### config.mk
export PLATFORM = sky130hd
export DESIGN_NAME = unique_value_list_table
export DESIGN_NICKNAME = d
export VERILOG_FILES = /design/src/hw/rtl/uvl_pkg.sv /design/src/hw/rtl/uvl_datapath.sv /design/src/hw/rtl/uvl_ctrl.sv /design/src/hw/rtl/unique_value_list_table.sv
export SDC_FILE = /design/constraint.sdc
export NUM_CORES = 1
export LEC_CHECK = 0
export BUFFER_PORTS_ARGS = -buffer_cell sky130_fd_sc_hd__buf_2
export CELL_PAD_IN_SITES_DETAIL_PLACEMENT = 0
export CELL_PAD_IN_SITES_GLOBAL_PLACEMENT = 1
export CORE_MARGIN = 2
export CORE_UTILIZATION = 55
export CTS_CLUSTER_DIAMETER = 100
export DETAILED_ROUTE_END_ITERATION = 6
export PLACE_DENSITY = 0.8
export SYNTH_ARGS = -nofsm -noshare
export SYNTH_HDL_FRONTEND = slang
export SYNTH_SLANG_ARGS = --single-unit
### constraint.sdc
create_clock -name clk -period 5.7 [get_ports clk]
set_input_delay 0.57 -clock clk [delete_from_list [all_inputs] [get_ports clk]]
set_output_delay 0.57 -clock clk [all_outputs]
set_load 0.01 [all_outputs]
### src/hw/rtl/uvl_pkg.sv
// Shared types, codes and constants of the unique value list table.
`timescale 1ns / 1ps

package uvl_pkg;

    // Default number of table entries.
    localparam int DEPTH_DEF = 16;

    // Operation codes of a request beat.
    typedef enum logic [1:0] {
        FUNC_CLEAR  = 2'd0,
        FUNC_INSERT = 2'd1,
        FUNC_DELETE = 2'd2,
        FUNC_SEARCH = 2'd3
    } func_t;

    // Status codes of a response beat.
    typedef enum logic [1:0] {
        ST_OK   = 2'd0,
        ST_FULL = 2'd1,
        ST_DUP  = 2'd2,
        ST_MISS = 2'd3
    } status_t;

    // Request beat payload.
    typedef struct packed {
        func_t              func;
        logic signed [31:0] value;
    } req_t;

    // Response beat payload.
    typedef struct packed {
        status_t    status;
        logic [3:0] position;
        logic [4:0] count;
    } rsp_t;

    // Commands from the controller to the datapath.
    typedef struct packed {
        logic load;
        logic scan;
        logic shift_init;
        logic shift;
        logic finish;
    } ctrl_cmd_t;

    // Status from the datapath to the controller.
    typedef struct packed {
        logic scan_done;
        logic do_shift;
        logic shift_done;
        logic rsp_busy;
    } dp_status_t;

endpackage

### src/hw/rtl/uvl_datapath.sv
// Datapath of the unique value list table: entry memory, scan and shift pointers, response register.
`timescale 1ns / 1ps

module uvl_datapath
    import uvl_pkg::*;
#(
    parameter int DEPTH = DEPTH_DEF
)
(
    input  logic       clk,
    input  logic       rst_n,
    input  req_t       req,
    input  ctrl_cmd_t  cmd,
    input  logic       rsp_stall,
    output dp_status_t dp_stat,
    output rsp_t       rsp,
    output logic       rsp_valid
);

    localparam int IW = (DEPTH > 1) ? $clog2(DEPTH) : 1;
    localparam int CW = IW + 1;

    // Entry memory with a registered read port.
    logic signed [31:0] mem [DEPTH];
    logic signed [31:0] rd_data_reg;

    // Captured request and result payload.
    func_t              func_reg;
    logic signed [31:0] value_reg;
    logic [IW-1:0]      pidx_reg;
    logic [IW-1:0]      hidx_reg;
    rsp_t               rsp_reg;
    rsp_t               rsp_next;

    // Control state.
    logic [CW-1:0] cnt_reg;
    logic [CW-1:0] cnt_next;
    logic [CW-1:0] idx_reg;
    logic [CW-1:0] idx_next;
    logic          pend_reg;
    logic          pend_next;
    logic          hit_reg;
    logic          hit_next;
    logic          rsp_valid_reg;
    logic          rsp_valid_next;

    logic          full;
    logic          skip;
    logic          match;
    logic          more;
    logic          issue;
    logic          shift_wr;
    logic          ins_wr;
    logic [IW-1:0] wr_idx;

    // Decode of the scan and shift steps.
    always_comb
    begin
        full     = cnt_reg >= CW'(DEPTH);
        skip     = (func_reg == FUNC_CLEAR) || ((func_reg == FUNC_INSERT) && full);
        match    = pend_reg && (rd_data_reg == value_reg);
        more     = idx_reg < cnt_reg;
        issue    = (cmd.scan && !skip && !hit_reg && !match && more) || (cmd.shift && more);
        shift_wr = cmd.shift && pend_reg;
        ins_wr   = cmd.finish && (func_reg == FUNC_INSERT) && !full && !hit_reg;
        wr_idx   = pidx_reg - IW'(1);
    end

    // Memory: one read and one write a cycle.
    always_ff @(posedge clk)
    begin
        if (issue)
        begin
            rd_data_reg <= mem[idx_reg[IW-1:0]];
        end
        if (shift_wr)
        begin
            mem[wr_idx] <= rd_data_reg;
        end
        else if (ins_wr)
        begin
            mem[cnt_reg[IW-1:0]] <= value_reg;
        end
    end

    // Result of the finished operation and the new count.
    always_comb
    begin
        rsp_next.status   = ST_OK;
        rsp_next.position = 4'd0;
        cnt_next          = cnt_reg;
        case (func_reg)
            FUNC_CLEAR:
            begin
                cnt_next = '0;
            end
            FUNC_INSERT:
            begin
                if (full)
                begin
                    rsp_next.status = ST_FULL;
                end
                else if (hit_reg)
                begin
                    rsp_next.status = ST_DUP;
                end
                else
                begin
                    cnt_next = cnt_reg + CW'(1);
                end
            end
            FUNC_DELETE:
            begin
                if (hit_reg)
                begin
                    rsp_next.position = 4'(hidx_reg);
                    cnt_next          = cnt_reg - CW'(1);
                end
                else
                begin
                    rsp_next.status = ST_MISS;
                end
            end
            default:
            begin
                if (hit_reg)
                begin
                    rsp_next.position = 4'(hidx_reg);
                end
                else
                begin
                    rsp_next.status = ST_MISS;
                end
            end
        endcase
        rsp_next.count = 5'(cnt_next);
    end

    // Next values of the control state.
    always_comb
    begin
        idx_next       = idx_reg;
        pend_next      = pend_reg;
        hit_next       = hit_reg;
        rsp_valid_next = rsp_valid_reg;
        if (cmd.load)
        begin
            idx_next  = '0;
            pend_next = 1'b0;
            hit_next  = 1'b0;
        end
        if (cmd.scan || cmd.shift)
        begin
            pend_next = issue;
            idx_next  = idx_reg + CW'(issue);
        end
        if (cmd.scan && match)
        begin
            hit_next = 1'b1;
        end
        if (cmd.shift_init)
        begin
            idx_next  = CW'(hidx_reg) + CW'(1);
            pend_next = 1'b0;
        end
        if (cmd.finish)
        begin
            rsp_valid_next = 1'b1;
        end
        else if (rsp_valid_reg && !rsp_stall)
        begin
            rsp_valid_next = 1'b0;
        end
    end

    // Control registers.
    always_ff @(posedge clk or negedge rst_n)
    begin
        if (!rst_n)
        begin
            cnt_reg       <= '0;
            idx_reg       <= '0;
            pend_reg      <= 1'b0;
            hit_reg       <= 1'b0;
            rsp_valid_reg <= 1'b0;
        end
        else
        begin
            cnt_reg       <= cmd.finish ? cnt_next : cnt_reg;
            idx_reg       <= idx_next;
            pend_reg      <= pend_next;
            hit_reg       <= hit_next;
            rsp_valid_reg <= rsp_valid_next;
        end
    end

    // Payload registers.
    always_ff @(posedge clk)
    begin
        if (cmd.load)
        begin
            func_reg  <= req.func;
            value_reg <= req.value;
        end
        if (issue)
        begin
            pidx_reg <= idx_reg[IW-1:0];
        end
        if (cmd.scan && match)
        begin
            hidx_reg <= pidx_reg;
        end
        if (cmd.finish)
        begin
            rsp_reg <= rsp_next;
        end
    end

    // Status toward the controller and the response port.
    always_comb
    begin
        dp_stat.scan_done  = skip || hit_reg || (!pend_reg && !more);
        dp_stat.do_shift   = (func_reg == FUNC_DELETE) && hit_reg;
        dp_stat.shift_done = !pend_reg && !more;
        dp_stat.rsp_busy   = rsp_valid_reg && rsp_stall;
    end

    assign rsp       = rsp_reg;
    assign rsp_valid = rsp_valid_reg;

    // The count never passes the table size.
    assert property (@(posedge clk) disable iff (!rst_n) cnt_reg <= CW'(DEPTH))
        else $error("entry count exceeds table size");

    // A shift step only moves an entry that lies below the count.
    assert property (@(posedge clk) disable iff (!rst_n)
        shift_wr |-> (CW'(pidx_reg) < cnt_reg) && (pidx_reg != '0))
        else $error("shift moves an entry outside the table");

    // A finished operation always presents a response beat next.
    assert property (@(posedge clk) disable iff (!rst_n) cmd.finish |=> rsp_valid_reg)
        else $error("finished operation produced no response beat");

endmodule

### src/hw/rtl/uvl_ctrl.sv
// Controller of the unique value list table: sequences load, scan, shift and response.
`timescale 1ns / 1ps

module uvl_ctrl
    import uvl_pkg::*;
(
    input  logic       clk,
    input  logic       rst_n,
    input  logic       req_valid,
    input  dp_status_t dp_stat,
    output ctrl_cmd_t  cmd,
    output logic       req_stall
);

    typedef enum logic [1:0] {
        S_IDLE,
        S_SCAN,
        S_SHIFT,
        S_RESP
    } state_t;

    state_t state_reg;
    state_t state_next;
    logic   stall_reg;
    logic   stall_next;

    // Next state and commands.
    always_comb
    begin
        cmd        = '0;
        state_next = state_reg;
        unique case (state_reg)
            S_IDLE:
            begin
                if (req_valid)
                begin
                    cmd.load   = 1'b1;
                    state_next = S_SCAN;
                end
            end
            S_SCAN:
            begin
                cmd.scan = 1'b1;
                if (dp_stat.scan_done)
                begin
                    if (dp_stat.do_shift)
                    begin
                        cmd.shift_init = 1'b1;
                        state_next     = S_SHIFT;
                    end
                    else
                    begin
                        state_next = S_RESP;
                    end
                end
            end
            S_SHIFT:
            begin
                cmd.shift = 1'b1;
                if (dp_stat.shift_done)
                begin
                    state_next = S_RESP;
                end
            end
            S_RESP:
            begin
                if (!dp_stat.rsp_busy)
                begin
                    cmd.finish = 1'b1;
                    state_next = S_IDLE;
                end
            end
            default:
            begin
                state_next = S_IDLE;
            end
        endcase
        stall_next = (state_next != S_IDLE);
    end

    // State and registered stall.
    always_ff @(posedge clk or negedge rst_n)
    begin
        if (!rst_n)
        begin
            state_reg <= S_IDLE;
            stall_reg <= 1'b0;
        end
        else
        begin
            state_reg <= state_next;
            stall_reg <= stall_next;
        end
    end

    assign req_stall = stall_reg;

    // Stall is raised exactly while an operation is in progress.
    assert property (@(posedge clk) disable iff (!rst_n) stall_reg == (state_reg != S_IDLE))
        else $error("request stall out of step with controller state");

    // An accepted request blocks the next one until its response is issued.
    assert property (@(posedge clk) disable iff (!rst_n) cmd.load |=> stall_reg)
        else $error("request channel open while an operation runs");

    // At most one major command is active in a cycle.
    assert property (@(posedge clk) disable iff (!rst_n)
        $onehot0({cmd.load, cmd.scan, cmd.shift, cmd.finish}))
        else $error("conflicting datapath commands");

endmodule

### src/hw/rtl/unique_value_list_table.sv
// Top level of the unique value list table.
`timescale 1ns / 1ps
//
// Holds a set of distinct signed 32-bit values in insertion order. Each request
// beat carries an operation (clear, insert, delete, search) and a value; each
// one yields exactly one response beat with a status, a position and the count.
// Both channels use valid and stall; a beat moves when valid is high and stall
// is low. The request stall is high from the cycle after a beat is accepted
// until its response has been loaded into the output register.
// Entries are read one a cycle through a single comparator on a one-port-read
// memory; a scan that hits stops early. A delete that hits then moves each
// later entry down through the same port. A clear, an insert into a full
// table or any operation on an empty table reads no entry. The response beat
// is offered in the cycle in which the next request can first be accepted.
// The output register lets a new request be accepted while a response waits;
// if the receiver stalls, the next operation holds before its response until
// the register is free. Reset empties the table at once; entry contents are
// not cleared.

module unique_value_list_table
    import uvl_pkg::*;
#(
    parameter int DEPTH = DEPTH_DEF
)
(
    input  logic clk,
    input  logic rst_n,
    input  logic req_valid,
    output logic req_stall,
    input  req_t req,
    output logic rsp_valid,
    input  logic rsp_stall,
    output rsp_t rsp
);

    ctrl_cmd_t  cmd;
    dp_status_t dp_stat;

    // Operation sequencer.
    uvl_ctrl u_ctrl (
        .clk       (clk),
        .rst_n     (rst_n),
        .req_valid (req_valid),
        .dp_stat   (dp_stat),
        .cmd       (cmd),
        .req_stall (req_stall)
    );

    // Table storage and compare logic.
    uvl_datapath #(
        .DEPTH (DEPTH)
    ) u_datapath (
        .clk       (clk),
        .rst_n     (rst_n),
        .req       (req),
        .cmd       (cmd),
        .rsp_stall (rsp_stall),
        .dp_stat   (dp_stat),
        .rsp       (rsp),
        .rsp_valid (rsp_valid)
    );

endmodule
# Word level (Yosys, flattened, before mapping)
# Memory sizes are Yosys's and may differ from the RTL's. A register that Yosys moved wholly into a read port is not among the register bits.
# Cells that the tools add are included.
[classes]
n_div = 0
n_reduce_logical = 36
addsub = 5
n_shift = 0
mux = 39
eq_ne = 6
n_mul = 0
order_cmp = 2
bitwise = 1
[op_table]
columns = ["operator", "n"]
rows = [
  ["32-bit == test", 1],
  ["32-bit 2-to-1 mux", 1],
  ["32-bit OR reduction", 1],
  ["5-bit 2-to-1 mux", 6],
  ["1-bit 2-to-1 mux", 20],
  ["1-bit logical AND", 16],
  ["2-bit 2-to-1 mux", 8],
  ["5-bit case mux with 3 select lines", 1],
  ["2-bit case mux with 4 select lines", 1],
  ["1-bit logical NOT", 7],
  ["2-bit == test, second input constant", 3],
  ["2-bit nonzero test", 3],
  ["4-bit by 1-bit adder with 5-bit output, second input constant", 1],
  ["5-bit by 1-bit adder with 5-bit output", 1],
  ["5-bit by 1-bit adder with 5-bit output, second input constant", 1],
  ["5-bit >= comparator, second input constant", 1],
  ["1-bit logical OR", 5],
  ["5-bit < comparator", 1],
  ["5-bit by 1-bit subtractor with 5-bit output, second input constant", 1],
  ["2-bit by 1-bit == test with 1-bit output, second input constant", 2],
  ["2-bit logical NOT", 2],
  ["4-bit 2-to-1 mux", 1],
  ["2-bit case mux with 2 select lines", 1],
  ["4-bit by 1-bit subtractor with 4-bit output, second input constant", 1],
  ["other kinds (3)", 3],
]
[totals]
output_inout_bits = 13
latch_bits = 0
ram_bits = 512
memories = 1
regBits = 69
word_cells = 104
romBits = 0
in_bits = 38
[mem_list]
columns = ["name", "words", "width", "rd", "rd_ports_with_merged_regs", "write_ports", "line_no", "source"]
rows = [
  ["u_datapath.mem", 16, 32, 1, 1, 1, "uvl_datapath.sv:24", "logic signed [31:0] mem [DEPTH];"],
]

# Depth between registers and ports, before layout
# Gate-level depths: netlist of the first run.
[logic_depth]
ltp_word = 15
mapped_depth = 12
mapped_depth_nobuf = 12

# Cells and area by module
# Synthesis of the first run repeated with hierarchy kept, for this count alone.
[hier_totals]
cells_unflattened = 1057
hier_area_um2 = 23885.4
[modules_own_cells]
columns = ["module", "area_each_um2", "cells_per_inst", "n_inst", "seq_area_each_um2"]
rows = [
  ["uvl_datapath", 23730.3, 1043, 1, 18252.5],
  ["uvl_ctrl", 155.1, 14, 1, 75.1],
]

# Least setup slack after synthesis of the first run
# No wires, ideal clock.
[synth_timing]
kind = "reg2reg"
startpoint = "register u_datapath.cnt_reg[1]"
endpoint = "register u_datapath.idx_reg[4]"
required_time_ns = 5.623
setup_time_ns = 0.077
n_path_buf = 0
slack_ns = 1.339
period_less_slack_ns = 4.361
arrival_time_ns = 4.283
stages_incl_launch_ff = 12
path_cell_list = "dfrtp_1 -> inv_1 -> ha_1 -> a21o_1 -> a21oi_1 -> o211ai_1 -> a21oi_1 -> ha_1 -> ha_1 -> nand4_1 -> mux2_2 -> a21oi_1"
[synth_between]
elab_chain_cells = 12
elab_cells_between_ends = 21
classes_between = "add/sub (1); order compare (2); mux (4); reduce/logical (14)"
[synth_lines]
columns = ["item", "line_no", "source"]
rows = [
  ["start, declared", "uvl_datapath.sv:36", "logic [CW-1:0] cnt_reg;"],
  ["start signal, assigned", "uvl_datapath.sv:189", "cnt_reg <= cmd.finish ? cnt_next : cnt_reg;"],
  ["5-bit >= comparator", "uvl_datapath.sv:59", "full = cnt_reg >= CW'(DEPTH);"],
  ["1-bit logical AND", "uvl_datapath.sv:60", "skip = (func_reg == FUNC_CLEAR) || ((func_reg == FUNC_INSERT) && full);"],
  ["1-bit logical OR", "uvl_datapath.sv:60", ""],
  ["1-bit logical NOT", "uvl_datapath.sv:63", "issue = (cmd.scan && !skip && !hit_reg && !match && more) || (cmd.shift && more);"],
  ["1-bit logical AND (4 in series)", "uvl_datapath.sv:63", ""],
  ["1-bit logical OR", "uvl_datapath.sv:63", ""],
  ["5-bit by 1-bit adder with 5-bit output", "uvl_datapath.sv:155", "idx_next = idx_reg + CW'(issue);"],
  ["5-bit 2-to-1 mux", "uvl_datapath.sv:152", "if (cmd.scan || cmd.shift)"],
  ["5-bit 2-to-1 mux", "uvl_datapath.sv:161", "if (cmd.shift_init)"],
  ["end signal, assigned", "uvl_datapath.sv:190", "idx_reg <= idx_next;"],
  ["end, declared", "uvl_datapath.sv:38", "logic [CW-1:0] idx_reg;"],
]
# Parallel ways exist; a longest one is shown, timed or not.
# A chain may end at the register's enable or synchronous reset.

==> impl_metrics.json, run 1 <==
{
  "status": "complete, no violations",
  "dr.pass1.iters": 7,
  "dp_slack_ns": 1.31,
  "antenna_found_initial": 0,
  "fin_tns_setup_ns": 0,
  "synth_flop_cell": "edfxtp_1",
  "dieWidth_um": 213,
  "largest_reg_flops": 512,
  "cp_top_family": "simple AND/OR/NAND/NOR gates",
  "relSlewSlack_pct": 12.1,
  "layout.area.seq_mm2": 0.0183,
  "cts_buffers": 59,
  "n_fill_cell": 2917,
  "p_per_area_mw_per_mm2": 492,
  "multi_input_area_mm2": 0.00556,
  "power_w": 0.0134,
  "final_util_pct": 63.0,
  "holdPathEnd": "u_datapath.value_reg[8]",
  "cts_resized": 0,
  "min_path_cells": 1,
  "drt_wl_total_um": 50300,
  "hold_buffers": 1,
  "core_mm2": 0.0432,
  "viasPerCell": 6.12,
  "fin_cells": 1875,
  "final_cell_mix": "597 x edfxtp_1, 159 x mux4_2, 108 x nand2_1, 59 x clkbuf_16, 50 x buf_2",
  "initial_core_util_pct": 55.9,
  "drive_above_1_share_pct": 28.1,
  "post_cts_buffers": 0,
  "ys_warn_count": 0,
  "r2r-start": "u_ctrl.state_reg[0]",
  "cp-start-kind": "register",
  "syn_area_mm2": 0.0241,
  "crit_fanout": 32,
  "place.port_buffers": 50,
  "synth_largest_area_cell": "edfxtp_1",
  "rrSetupSlack_ns": 1.40,
  "synth.avg_cell_area_um2": 20.8,
  "clk_pin_slew_ns": 0.06,
  "synth_nets": 1212,
  "area_growth_pct": 12.8,
  "slew_violations": 0,
  "yosysTopAreaCellShare_pct": 74.3,
  "dieArea_mm2": 0.0455,
  "finalSetupViolations": 0,
  "ys_seq_elements": 613,
  "hold_start": "req[8]",
  "wl_per_cell_um": 26.8,
  "die-height_um": 213,
  "max_slew.worst_pin.slew_ns": 1.32,
  "dp_cells": 1762,
  "n_antenna_cell": 0,
  "path_class": "register to register",
  "fmax_mhz": 233,
  "irDropWorstVdd_mv": 0.294,
  "finalHoldViolations": 0,
  "grt_pass1_wl_um": 75200,
  "clkLatencyLatePin_ns": 0.64,
  "grt_pass1_vias": 11900,
  "synthArstFlopShare_pct": 2.61,
  "tritoncts": "done",
  "max_stage_delay_ns": 1.06,
  "dp_hpwl_um": 28100,
  "via_count": 11500,
  "ys_seq_area_share_pct": 76.0,
  "drtAntennaViolNets": 0,
  "htreeDepth": 2,
  "cp_num_buf_inv": 2,
  "yosys-top-cells-area": "edfxtp_1 74%, mux4_2 15%, nand2_1 1.7%",
  "synth_edf_count": 597,
  "num_rows": 76,
  "drv_cap": 0,
  "grt.overflow.total": 0,
  "grt_setup_unrepaired": "no",
  "setup_slack_ns": 1.40,
  "fin_nets": 1293,
  "hold_path.class": "input pin to register",
  "final_common_cell": "edfxtp_1",
  "p_leak_nw": 8.73,
  "rr_endpoint": "u_datapath.mem[11][26]",
  "min_period_over_period_pct": 75.4,
  "cp.arrival_ns": 4.51,
  "period_needed_ns": 4.30,
  "cts_root_buf": "clkbuf_16",
  "fin_skew_ns": 0.0303,
  "cp-end-kind": "register",
  "num_io_pins": 51,
  "grt_max_degree": 63,
  "r2r_cells": 7,
  "path_cells": "ha_1 -> a21boi_2 -> nand4b_2 -> inv_1 -> buf_4 -> a32oi_1 -> nor2_4",
  "grt_usage_pct": 23.2,
  "clock_path_buffers": 3,
  "cpMaxStageDelayCell": "nor2_4",
  "clock_sinks": 613,
  "drc": 0,
  "drt-initial-drc-count": 1093,
  "worstPathRequired_ns": 5.92,
  "synthCells": 1158,
  "place_congestion": 0.805,
  "synth_cell_types": 50
}
area by class of cell:
cell class	count	share of cell area (%)
clock buffers	65	5.51
repair buffers	73	1.56
inverters	21	0.290
well taps	585	2.69
clock inverters	47	2.13
multi-input cells	471	20.4
flip-flops and latches	613	67.4
kinds of logic (layout without fill, tap and decap cells):
family                   count (synthesis)  in the layout  synth area share, %
AND/OR/NAND/NOR                        187            187                 3.34
flip-flops                             613            613                 76.0
buffers and inverters                   74            206                 1.48
XOR/XNOR                                33             33                 1.20
AO/OA/AOI/OAI                           68             68                 1.87
multiplexers                           167            167                 15.3
adder cells (fa/ha/maj)                 16             16                0.830
per-stage QoR:
step | hold slack [ns] | cell area, um2
2_1_floorplan | 0.274 | 24100
4_1_cts | 0.0748 | 27200
5_1_grt | 0.0827 | 27200
6_report | 0.109 | 27200
3_3_place_gp | 0.468 | 25100
3_5_place_dp | 0.466 | 25100
worst reg2reg max path, cell delays in order (launching register included):
cell	delay [ns]
dfrtp_1	0.41
ha_1	0.22
a21boi_2	0.78
nand4b_2	0.38
inv_1	0.14
buf_4	0.41
a32oi_1	0.45
nor2_4	1.07
synth_stat cells (7+ instances only):
library cell / number
nand3_1: 7
buf_4: 10
ha_1: 16
nor3_1: 8
nand2_1: 108
inv_1: 21
buf_2: 16
xnor2_1: 30
clkbuf_1: 21
nor2_1: 35
nand4_1: 10
a21oi_1: 14
and3_1: 8
mux4_2: 159
dfrtp_1: 16
edfxtp_1: 597
o21ai_0: 18
per-layer routing:
metal / track usage, % / wire length, um
met5: 0 / 0
met1: 32.6 / 20900
met2: 37.5 / 24700
met3: 4.45 / 3280
met4: 7.28 / 1420
power by group:
| part | total, W | internal (W) | switching (W) |
|---|---|---|---|
| clock network | 0.00415 | 0.00246 | 0.00169 |
| logic | 0.00292 | 0.00116 | 0.00176 |
| registers | 0.00632 | 0.00600 | 0.000321 |
worst max path at each step:
stage,startpoint,to,slack (ns),cells past startpoint
finish,u_ctrl.state_reg[0],u_datapath.mem[11][26],1.40,7
global route,u_ctrl.state_reg[0],u_datapath.mem[11][26],1.13,7
floorplan,u_datapath.cnt_reg[1],u_datapath.idx_reg[4],1.34,11
CTS,u_ctrl.state_reg[0],u_datapath.mem[11][26],1.40,7
detailed placement,rsp_stall,u_datapath.mem[11][5],1.31,7
global placement,rsp_stall,u_datapath.mem[11][5],1.41,7
(Power assumes the default switching activity.)
==> run 2, diff against run 1 <==
--- a/config.mk
+++ b/config.mk
@@ -5,14 +5,15 @@
 export SDC_FILE = /design/constraint.sdc
 export NUM_CORES = 1
 export LEC_CHECK = 0
+export ABC_AREA = 1
 export BUFFER_PORTS_ARGS = -buffer_cell sky130_fd_sc_hd__buf_2
 export CELL_PAD_IN_SITES_DETAIL_PLACEMENT = 0
 export CELL_PAD_IN_SITES_GLOBAL_PLACEMENT = 1
 export CORE_MARGIN = 2
-export CORE_UTILIZATION = 55
+export CORE_UTILIZATION = 47
 export CTS_CLUSTER_DIAMETER = 100
 export DETAILED_ROUTE_END_ITERATION = 6
-export PLACE_DENSITY = 0.8
+export PLACE_DENSITY = 0.76
 export SYNTH_ARGS = -nofsm -noshare
 export SYNTH_HDL_FRONTEND = slang
 export SYNTH_SLANG_ARGS = --single-unit
==> constraint.sdc (replaced) <==
create_clock -name clk -period 3.6 [get_ports clk]
set_input_delay 0.36 -clock clk [delete_from_list [all_inputs] [get_ports clk]]
set_output_delay 0.36 -clock clk [all_outputs]
set_load 0.01 [all_outputs]
==> impl_metrics.json, run 2 <==
{
  "status": "complete, no violations",
  "n_fill_cell": 4189,
  "synth_flop_cell": "edfxtp_1",
  "sw_frac_of_total_pct": 33.9,
  "drc": 0,
  "p_sw_w": 0.00795,
  "p_per_area_mw_per_mm2": 809,
  "clock_power_share_pct": 27.4,
  "fin_nets": 2002,
  "drt_wl_total_um": 62300,
  "power_w": 0.0234,
  "synth_largest_area_cell": "edfxtp_1",
  "grt_usage_pct": 22.4,
  "clkLatencyLatePin_ns": 0.65,
  "grt_setup_unrepaired": "no",
  "irDropWorstVdd_mv": 0.455,
  "clock_path_buffers": 3,
  "crit_fanout": 31,
  "final_common_cell": "edfxtp_1",
  "period_needed_ns": 3.08,
  "num_rows": 84,
  "largest_reg_flops": 512,
  "synthCells": 1832,
  "p_int_w": 0.0155,
  "max_stage_delay_ns": 0.54,
  "cp_top_family": "simple AND/OR/NAND/NOR gates",
  "cp_num_buf_inv": 2,
  "fmax_mhz": 325,
  "path_class": "register to register",
  "fin_skew_ns": 0.0295,
  "clk_pin_slew_ns": 0.06,
  "num_io_pins": 51,
  "p_comb_share_pct": 29.1,
  "yosysTopAreaCellShare_pct": 71.2,
  "cp-start-kind": "register",
  "n_antenna_cell": 0,
  "drtAntennaViolNets": 0,
  "drt-initial-drc-count": 1685,
  "cp.arrival_ns": 3.42,
  "fin_tns_setup_ns": 0,
  "synth_cell_types": 42,
  "dieArea_mm2": 0.0554,
  "synth.avg_cell_area_um2": 13.7,
  "yosys-top-cells-area": "edfxtp_1 71%, mux2i_1 4.0%, o21ai_0 3.6%",
  "initial_core_util_pct": 47.7,
  "synth_nets": 1886,
  "grt_max_degree": 261,
  "final_cell_mix": "597 x edfxtp_1, 214 x nor2_1, 187 x nand2_1, 182 x o21ai_0, 103 x o221ai_1",
  "wl_per_cell_um": 23.2,
  "ys_top_cells_by_count": "597 x edfxtp_1, 230 x nor2_1, 187 x nand2_1",
  "cpMaxStageDelayCell": "nor2_4",
  "htreeDepth": 2,
  "ys_seq_elements": 613,
  "cp-end-kind": "register",
  "cts_buffers": 61,
  "core_mm2": 0.0528,
  "hold_path.class": "input pin to register",
  "max_slew.worst_pin.slew_ns": 1.48,
  "post_cts_buffers": 0,
  "synthArstFlopShare_pct": 2.61,
  "p_leak_nw": 9.93,
  "dieWidth_um": 235,
  "antenna_found_initial": 0,
  "worstPathRequired_ns": 3.94,
  "dpl_cell_area_mm2": 0.0266,
  "ys_seq_area_share_pct": 72.8,
  "drive_above_1_share_pct": 12.8,
  "grt.overflow.total": 0,
  "finalHoldViolations": 0,
  "dr.pass1.iters": 5,
  "area_growth_pct": 15.0,
  "relSlewSlack_pct": 1.25,
  "cts_root_buf": "clkbuf_16",
  "tritoncts": "done",
  "viasPerCell": 5.80,
  "dp_cells": 2538,
  "finalSetupViolations": 0,
  "synth_edf_count": 597,
  "syn_area_mm2": 0.0252,
  "clock_sinks": 613,
  "die-height_um": 235,
  "fin_cells": 2687,
  "dp_hpwl_um": 34700,
  "path_cells": "inv_1 -> ha_1 -> nand2_1 -> nand3_4 -> o21ai_2 -> nand3_1 -> nor2_4 -> buf_4",
  "drv_cap": 0,
  "grt_pass1_wl_um": 93600,
  "ys_warn_count": 0,
  "design_area_mm2": 0.0290,
  "place_congestion": 0.830,
  "post-synth-top-count-cell": "edfxtp_1",
  "grt_pass1_vias": 15200,
  "place.port_buffers": 50,
  "min_period_over_period_pct": 85.4,
  "slew_violations": 0,
  "power_frac_seq_pct": 43.6,
  "via_count": 15600
}
==> run 2: power groups by stage <==
stage	logic (W)	clock network (W)	registers [W]
2_1_floorplan	0.00434	0	0.0102
3_3_place_gp	0.00665	0	0.0103
3_5_place_dp	0.00677	0	0.0103
4_1_cts	0.00683	0.00651	0.0102
5_1_grt	0.00748	0.00679	0.0103
6_report	0.00681	0.00641	0.0102
==> run 2: timing repair <==
item                       CTS  global route
resized for setup            0             0
setup endpoints to repair    0             0
hold buffers                35             0
hold endpoints to repair    50             0
==> run 2: path summary, 6_finish.rpt <==
kind,cells after the start,to,slack [ns],startpoint
max,8,u_datapath.mem[8][27],0.52,u_ctrl.state_reg[0]
min,3,u_datapath.rsp_valid,0.04,rsp_stall
max reg2reg,8,u_datapath.mem[8][27],0.52,u_ctrl.state_reg[0]
min reg2reg,0,u_datapath.hidx_reg[0],0.48,u_datapath.pidx_reg[0]
max in group asynchronous,2,u_datapath.idx_reg[1],3.05,rst_n
min in group asynchronous,2,u_datapath.cnt_reg[2],0.21,rst_n
==> run 2: layout make-up <==
| class | count | area [um2] | share of cell area, % |
|---|---|---|---|
| Sequential cell | 613 | 18300 | 63.3 |
| Multi-Input combinational cell | 1015 | 6060 | 20.9 |
| Clock buffer | 73 | 1570 | 5.43 |
| Timing Repair Buffer | 158 | 1300 | 4.48 |
| Tap cell | 688 | 861 | 2.97 |
| Clock inverter | 41 | 452 | 1.56 |
| Inverter | 99 | 374 | 1.29 |
==> run 2: stage by stage <==
stage                     utilization, %  hold slack, ns  setup WS [ns]
after floorplan                        -          0.0644          0.256
after global placement              50.4           0.311          0.625
after detailed placement            50.4           0.323          0.563
after CTS                           54.9         0.00476          0.544
after global routing                54.9          0.0434          0.307
final                               54.9          0.0364          0.524
==> run 2: worst reg2reg max path, cell delays in order, from the launching register on <==
cell and delay (ns):
dfrtp_1 0.42, inv_1 0.14, ha_1 0.24, nand2_1 0.14, nand3_4 0.33, o21ai_2 0.35
nand3_1 0.36, nor2_4 0.54, buf_4 0.27
==> run 2: metal layers <==
metal | vias to the layer above | share of wire (%) | wire length, um | GRT usage, %
met4 | 0 | 2.4 | 1510 | 6.60
li1 | 7088 | - | - | -
met1 | 7764 | 43 | 26700 | 31.5
met3 | 85 | 7.5 | 4670 | 3.30
met2 | 641 | 47 | 29400 | 36.5
met5 | - | 0 | 0 | 0
==> run 2: logic make-up after synthesis <==
group	synth area share [%]
buf+inv	3.65
mux	4.27
flops	72.8
xor+xnor	0.557
compound gates	9.53
fa+ha+maj	0.795
simple gates	8.41
